$ cat config.mk
export PLATFORM = sky130hd
export DESIGN_NAME = sbpl_ctrl
export DESIGN_NICKNAME = d
export VERILOG_FILES = /design/src/hw/rtl/sbpl_pkg.sv /design/src/hw/rtl/sbpl_ctrl.sv
export SDC_FILE = /design/constraint.sdc
export NUM_CORES = 1
export LEC_CHECK = 0
export ABC_CLOCK_PERIOD_IN_PS = 3400
export BUFFER_PORTS_ARGS = -buffer_cell sky130_fd_sc_hd__buf_4
export CAP_MARGIN = 20
export CORE_AREA = 5 5 73 75
export CTS_CLUSTER_SIZE = 25
export DETAILED_ROUTE_END_ITERATION = 16
export DIE_AREA = 0 0 78 80
export MAX_ROUTING_LAYER = met4
export SETUP_SLACK_MARGIN = 0.15
export SYNTH_ARGS = -nofsm -noshare
export SYNTH_HDL_FRONTEND = slang
export SYNTH_SLANG_ARGS = --single-unit
$ cat constraint.sdc
create_clock -name clk -period 3.4 [get_ports clk]
set_input_delay 0.34 -clock clk [delete_from_list [all_inputs] [get_ports clk]]
set_output_delay 0.34 -clock clk [all_outputs]
set_load 0.01 [all_outputs]
$ cat src/hw/rtl/sbpl_pkg.sv
`default_nettype none
// ----------------------------------------------------------------------------
// sbpl_pkg
// Shared types and constants of the smallest-box point locator: field widths,
// item codes, the stored box layout and the controller/datapath bundles.
// ----------------------------------------------------------------------------
package sbpl_pkg;

    localparam int COORD_W       = 16;   // Q8.8 coordinate width
    localparam int SLOT_W        = 8;    // node_slot / found_slot width
    localparam int CFG_W         = 9;    // nodes_in_use width
    localparam int DEF_MAX_NODES = 256;

    typedef enum logic [0:0] {
        OP_WRITE = 1'b0,
        OP_QUERY = 1'b1
    } op_t;

    // One table entry; index 0 is x, 1 is y, 2 is z
    typedef struct packed {
        logic [2:0][COORD_W-1:0] center;
        logic [2:0][COORD_W-1:0] extent;
    } box_t;

    typedef struct packed {
        logic                    op;
        logic [SLOT_W-1:0]       node_slot;
        logic [2:0][COORD_W-1:0] center;
        logic [2:0][COORD_W-1:0] extent;
        logic [2:0][COORD_W-1:0] point;
    } req_t;

    typedef struct packed {
        logic [SLOT_W-1:0] found_slot;
        logic              was_inside;
    } rsp_t;

    typedef struct packed {
        logic wr_node;
        logic start_query;
        logic rd_en;
        logic load_out;
    } dp_cmd_t;

    typedef struct packed {
        logic pipe_busy;
    } dp_status_t;

endpackage

`default_nettype wire

$ cat src/hw/rtl/sbpl_ctrl.sv
`default_nettype none
// ----------------------------------------------------------------------------
// sbpl_ctrl
// Sequencer of the locator: request handshake, scan address counter,
// pipeline drain, response valid and the nodes_in_use register.
// ----------------------------------------------------------------------------
module sbpl_ctrl
    import sbpl_pkg::*;
#(
    parameter  int MAX_NODES = DEF_MAX_NODES,
    localparam int IDX_W     = (MAX_NODES > 1) ? $clog2(MAX_NODES) : 1
) (
    input  wire logic             clk,
    input  wire logic             rst_n,
    input  wire logic             req_valid,
    input  wire logic             req_op,
    output logic                  req_ready,
    output logic                  rsp_valid,
    input  wire logic             rsp_ready,
    input  wire logic             cfg_wr_en,
    input  wire logic [CFG_W-1:0] cfg_wr_data,
    output dp_cmd_t               cmd,
    output logic [IDX_W-1:0]      rd_addr,
    input  wire dp_status_t       status
);

    localparam int CNT_W = $clog2(MAX_NODES + 1);
    localparam int CMP_W = (CNT_W > CFG_W) ? CNT_W : CFG_W;

    typedef enum logic [1:0] {
        ST_IDLE,
        ST_SCAN,
        ST_DRAIN,
        ST_DONE
    } state_t;

    state_t            state_reg;
    state_t            state_next;
    logic [CNT_W-1:0]  cnt_reg;
    logic [CNT_W-1:0]  cnt_next;
    logic [CNT_W-1:0]  count_reg;
    logic [CNT_W-1:0]  count_next;
    logic [CFG_W-1:0]  nodes_in_use_reg;
    logic              rsp_valid_reg;
    logic              rsp_valid_next;

    logic              accept;
    logic [CNT_W-1:0]  cnt_inc;
    logic [CMP_W-1:0]  cfg_ext;
    logic [CMP_W-1:0]  limit;
    logic [CNT_W-1:0]  scan_count;

    assign req_ready = (state_reg == ST_IDLE);
    assign accept    = req_valid && req_ready;
    assign cnt_inc   = cnt_reg + CNT_W'(1);
    assign rd_addr   = cnt_reg[IDX_W-1:0];
    assign rsp_valid = rsp_valid_reg;

    // Clamp the scan to the table depth
    assign cfg_ext    = CMP_W'(nodes_in_use_reg);
    assign limit      = CMP_W'(MAX_NODES);
    assign scan_count = (cfg_ext > limit) ? CNT_W'(limit) : CNT_W'(cfg_ext);

    always_comb
    begin
        state_next       = state_reg;
        cnt_next         = cnt_reg;
        count_next       = count_reg;
        rsp_valid_next   = rsp_valid_reg && !rsp_ready;
        cmd              = '0;

        unique case (state_reg)
            ST_IDLE:
            begin
                if (accept)
                begin
                    if (req_op == OP_WRITE)
                    begin
                        cmd.wr_node = 1'b1;
                    end
                    else
                    begin
                        cmd.start_query = 1'b1;
                        cnt_next        = '0;
                        count_next      = scan_count;
                        state_next      = (scan_count == '0) ? ST_DONE : ST_SCAN;
                    end
                end
            end
            ST_SCAN:
            begin
                cmd.rd_en = 1'b1;
                cnt_next  = cnt_inc;
                if (cnt_inc == count_reg)
                begin
                    state_next = ST_DRAIN;
                end
            end
            ST_DRAIN:
            begin
                if (!status.pipe_busy)
                begin
                    state_next = ST_DONE;
                end
            end
            ST_DONE:
            begin
                // hold the result until the output register is free
                if (!rsp_valid_reg || rsp_ready)
                begin
                    cmd.load_out   = 1'b1;
                    rsp_valid_next = 1'b1;
                    state_next     = ST_IDLE;
                end
            end
            default:
            begin
                state_next = ST_IDLE;
            end
        endcase
    end

    always_ff @(posedge clk or negedge rst_n)
    begin
        if (!rst_n)
        begin
            state_reg        <= ST_IDLE;
            cnt_reg          <= '0;
            count_reg        <= '0;
            nodes_in_use_reg <= '0;
            rsp_valid_reg    <= 1'b0;
        end
        else
        begin
            state_reg     <= state_next;
            cnt_reg       <= cnt_next;
            count_reg     <= count_next;
            rsp_valid_reg <= rsp_valid_next;
            if (cfg_wr_en)
            begin
                nodes_in_use_reg <= cfg_wr_data;
            end
        end
    end

endmodule

`default_nettype wire

# [Word level (Yosys, flattened, before mapping)]
# Index checks and enable logic that the tools add are counted.
[totals] regBits=30 latch_bits=0 ramBits=0 mem_bits_ro=0 input_bits=16 out_inout_bits=14 wordCells=47 memories=0
[op_classes] add_sub_neg=1 n_mul=0 n_div=0 magnitude_cmp=1 n_eq_ne=9 shift=0 muxes=20 n_bitwise=0 n_reduce_logical=11
[ops] cell="$mux W9" count=3
[ops] cell="$pmux W9 S2" count=1
[ops] cell="$mux W2" count=8
[ops] cell="$add A9 B1 Y9 const B" count=1
[ops] cell="$eq A9 B9 Y1" count=1
[ops] cell="$gt A9 B9 Y1 const B" count=1
[ops] cell="$logic_not A9 Y1" count=1
[ops] cell="$ne A2 B2 Y1 const B" count=4
[ops] cell="$pmux W2 S4" count=1
[ops] cell="$mux W1" count=7
[ops] cell="$reduce_and A3 Y1" count=2
[ops] cell="$reduce_and A5 Y1" count=1
[ops] cell="$eq A2 B2 Y1 const B" count=2
[ops] cell="$eq A2 B1 Y1 const B" count=1
[ops] cell="$logic_and A1 B1 Y1" count=2
[ops] cell="$logic_not A1 Y1" count=2
[ops] cell="$logic_not A2 Y1" count=1
[ops] cell="$ne A2 B1 Y1 const B" count=1
[ops] cell="$reduce_bool A2 Y1" count=1
[ops] cell="$logic_or A1 B1 Y1" count=1

# [Longest topological paths before layout]
[logic_depth] ltp_word=7 mapped_depth=8 ltp_nobuf=7

# [Least setup slack after synthesis]
# OpenSTA, ideal clock, no wires.
[synth_path] kind="flip-flop to flip-flop" start="reg cnt_reg[0]" end="reg state_reg[0]" setup_ns=0.079 t_arrival_ns=2.412 t_required_ns=3.321 slack_ns=0.909 path_stages_with_launch=9 n_path_buf=1 period_less_slack_ns=2.491 path_cell_list="dfrtp_1 ha_1 buf_6 nand3_4 or3_1 a32o_1 or4_1 a211oi_2 mux2i_1"
[synth_via] elab_chain_cells=4
[synth_rtl] element="start, declared" line="sbpl_ctrl.sv:39" text="logic [CNT_W-1:0] cnt_reg;"
[synth_rtl] element="start signal, assigned" line="sbpl_ctrl.sv:136" text="cnt_reg <= cnt_next;"
[synth_rtl] element="$add A9 B1 Y9" line="sbpl_ctrl.sv:55" text="assign cnt_inc = cnt_reg + CNT_W'(1);"
[synth_rtl] element="$eq A9 B9 Y1" line="sbpl_ctrl.sv:94" text="if (cnt_inc == count_reg)"
[synth_rtl] element="$ne A2 B2 Y1 (no line)"
[synth_rtl] element="$reduce_and A5 Y1 (no line)"
[synth_rtl] element="end signal, assigned" line="sbpl_ctrl.sv:135" text="state_reg <= state_next;"
[synth_rtl] element="end, declared" line="sbpl_ctrl.sv:37" text="state_t state_reg;"
# Every way passes these cells.
# A chain may end at the register's enable or synchronous reset.

# [Worst setup path in the final report]
[layout_path] start="reg cnt_reg[0]" end="reg state_reg[1]"
# The elaborated chain is that of the path after synthesis.

==> flow_metrics.tcl <==
set metrics [dict create \
    cp_data_arrival_time_ns 3.04 \
    hold_end "cfg_ext[6]$_DFFE_PN0P_" \
    synth_edf_count 0 \
    cts_tree "yes" \
    ant_nets 0 \
    grt_pass1_vias 1381 \
    rr_worst_depth 7 \
    ys_top_cells_by_area "dfrtp_1 42%, mux2_2 6.3%, o21ai_0 5.3%" \
    hold_depth 2 \
    coreArea_um2 4600 \
    cts_max_path_buffers 2 \
    finalPower_uw 1370 \
    insertedDiodeCount 0 \
    routed_wl_um 3700 \
    grt_overflow_total 0 \
    vias 1343 \
    status "completed" \
    r2r-end "state_reg[1]$_DFFE_PN0P_" \
    crit_required_ns 3.60 \
    seqPwrFrac_pct 39.7 \
    path_clk_slew_ns 0.07 \
    wire_per_inst_um 14.3 \
    hp-class "in -> reg" \
    clock-sinks 30 \
    fin_nets 226 \
    place.detailed.hpwl_um 2730 \
    slowest_stage "or4_1" \
    critPathLaunchType "register" \
    place.port_buffers 29 \
    route.detailed.drc 0 \
    tightest_slew_ns 0.675 \
    timing.critical_path.from "cnt_reg[0]$_DFFE_PN0P_" \
    max_freq_mhz 353 \
    p_sw_share_pct 38.9 \
    fp-row-count 25 \
    fillers 447 \
    multi_input_area_um2 907 \
    drv_slew 0 \
    period_share_pct 83.3 \
    worstSkewPairLatency_ns 0.29 \
    hold_viol 0 \
    antenna_found_initial 0 \
    grt.total_usage_pct 13.7 \
    maxCapViolCount 0 \
    place_congestion 0.789 \
    critPathMaxFanout 10 \
    max_slew_margin_pct 54.7 \
    die_h_um 80 \
    synth-async-reset-ratio_pct 100 \
    crit_buf_inv 0 \
    grt_max_degree 31 \
    critical_path_class "reg -> reg" \
    fin_worst_skew_ns 0.00549 \
    ioPinCount 30 \
    stdcell_area_um2 2050 \
    cts_inserted_buffers 5 \
    p_switching_uw 532 \
    clock_power_share_pct 19.9 \
    start_util_pct 38.7 \
    synth_top_area_cell "dfrtp_1" \
    yosysTopAreaCellShare_pct 42.1 \
    synth_nets 205 \
    intPower_uw 835 \
    finalWorstPathRequiredPeriod_ns 2.83 \
    peakVddDrop_v 0.000298 \
    yosys_warnings 0 \
    firstDrtPassIters 4 \
    leakage_uw 0.000887 \
    rsz0062_at_grt "false" \
    utilization_pct 44.5 \
    synth.top_cells.by_count "30 x dfrtp_1, 23 x nand2_1, 19 x o21ai_0" \
    hold_start "cfg_wr_data[6]" \
    r2r-start "cnt_reg[0]$_DFFE_PN0P_" \
    slowest_delay_ns 0.54 \
    avgSynthCellArea_um2 9.68 \
    seq_area_frac_synth_pct 42.1 \
    htreeDepth 2 \
    dpl_cell_area_um2 1960 \
    rrSetupSlack_ns 0.57 \
    root_buffer "clkbuf_8" \
    setup_tns_ns 0 \
    finalSetupViolations 0 \
    cp_top_family "simple AND/OR/NAND/NOR gates" \
    crit_chain "ha_1, nand3_4, or3_1, a32o_1, or4_1, a211oi_2, mux2i_1" \
    combPwrFrac_pct 40.3 \
    syn_inst 184 \
    die_width_um 78 \
    drt_first_iter_violations 80 \
    synth_most_common_cell "dfrtp_1" \
    layout-drive-gt1-share_pct 25.4 \
    dieArea_um2 6240 \
    syn_area_um2 1780 \
    ys_ff_latch 30 \
    viasPerCell 5.19 \
    regArea_um2 751 \
    grt_first_pass_wirelength_um 6580 \
    syn_to_final_growth_pct 14.9 \
    ys_types 42 \
    critPathCaptureType "register" \
    pwr_density_cell_nw_per_um2 668 \
    ys_dominant_reg_cell "dfrtp_1" \
]
==> kinds of logic (layout without fill, tap and decap cells) <==
logic type / after synthesis / in the layout / share of synthesized area (%)
XOR/XNOR: 11 / 11 / 6.25
buffers and inverters: 20 / 41 / 6.95
adder cells (fa/ha/maj): 5 / 5 / 3.51
multiplexers: 12 / 12 / 7.44
AND/OR/NAND/NOR: 68 / 68 / 20.1
AO/OA/AOI/OAI: 38 / 38 / 13.6
flip-flops: 30 / 30 / 42.1
==> how the worst max path moves through the flow <==
stage,slack [ns],endpoint,cells past startpoint
finish,0.57,state_reg[1]$_DFFE_PN0P_,7
global placement,0.66,state_reg[0]$_DFFE_PN0P_,7
detailed placement,0.59,state_reg[1]$_DFFE_PN0P_,7
global route,0.39,state_reg[1]$_DFFE_PN0P_,7
CTS,0.56,state_reg[1]$_DFFE_PN0P_,7
floorplan,0.91,state_reg[0]$_DFFE_PN0P_,8
==> cell usage in the layout (no fill, tap or decap), types with 2 or more instances in the layout <==
master | Yosys | layout
mux2_2 | 10 | 10
a21oi_1 | 3 | 3
o31ai_1 | 2 | 2
o41ai_1 | 3 | 3
inv_1 | 4 | 4
dfrtp_1 | 30 | 30
clkbuf_8 | 0 | 5
nand2b_1 | 9 | 9
nand2_1 | 23 | 23
or3_1 | 3 | 3
xor2_1 | 5 | 5
nor2_1 | 13 | 13
o21ai_0 | 19 | 19
nand4_1 | 3 | 3
buf_4 | 11 | 29
clkinv_2 | 0 | 2
ha_1 | 5 | 5
a31oi_1 | 2 | 2
mux2i_1 | 2 | 2
xnor2_1 | 5 | 5
or4_1 | 2 | 2
nand3_1 | 3 | 3
a32o_1 | 2 | 2
nor3_1 | 2 | 2
==> routing by layer <==
layer / GRT usage [%] / up-vias / share of wire (%)
met5: - / - / 0
met1: 16.8 / 637 / 46
met3: 3.72 / 7 / 3.8
met2: 21.5 / 23 / 48
met4: 5.07 / 0 / 1.8
li1: - / 676 / -
==> power groups by stage <==
stage / Sequential [µW] / Combinational (µW) / Clock [µW]
floorplan: 515 / 428 / 0
global placement: 545 / 555 / 0
detailed placement: 550 / 557 / 0
CTS: 544 / 559 / 281
global route: 558 / 632 / 296
finish: 543 / 551 / 273
==> final cells by class <==
class	instances	area share, %
sequential	30	36.7
multi-input combinational	134	44.3
tap	54	3.30
clock inverter	2	0.489
inverter	4	0.733
timing repair buffer	30	11.1
clock buffer	5	3.36
==> what timing repair did <==
| item | CTS | global route |
|---|---|---|
| gates resized for setup | 0 | 0 |
| hold endpoints to repair | 21 | 0 |
| hold buffers | 1 | 0 |
| setup buffers | 0 | 0 |
| setup endpoints to repair | 0 | 0 |
==> metrics by stage <==
stage          cells  setup WS [ns]  hold slack (ns)
2_1_floorplan    184          0.909           0.0444
3_3_place_gp     251          0.660            0.301
3_5_place_dp     251          0.588            0.301
4_1_cts          259          0.562            0.276
5_1_grt          259          0.387            0.278
6_report         259          0.568            0.283
(Power assumes the default switching activity.)
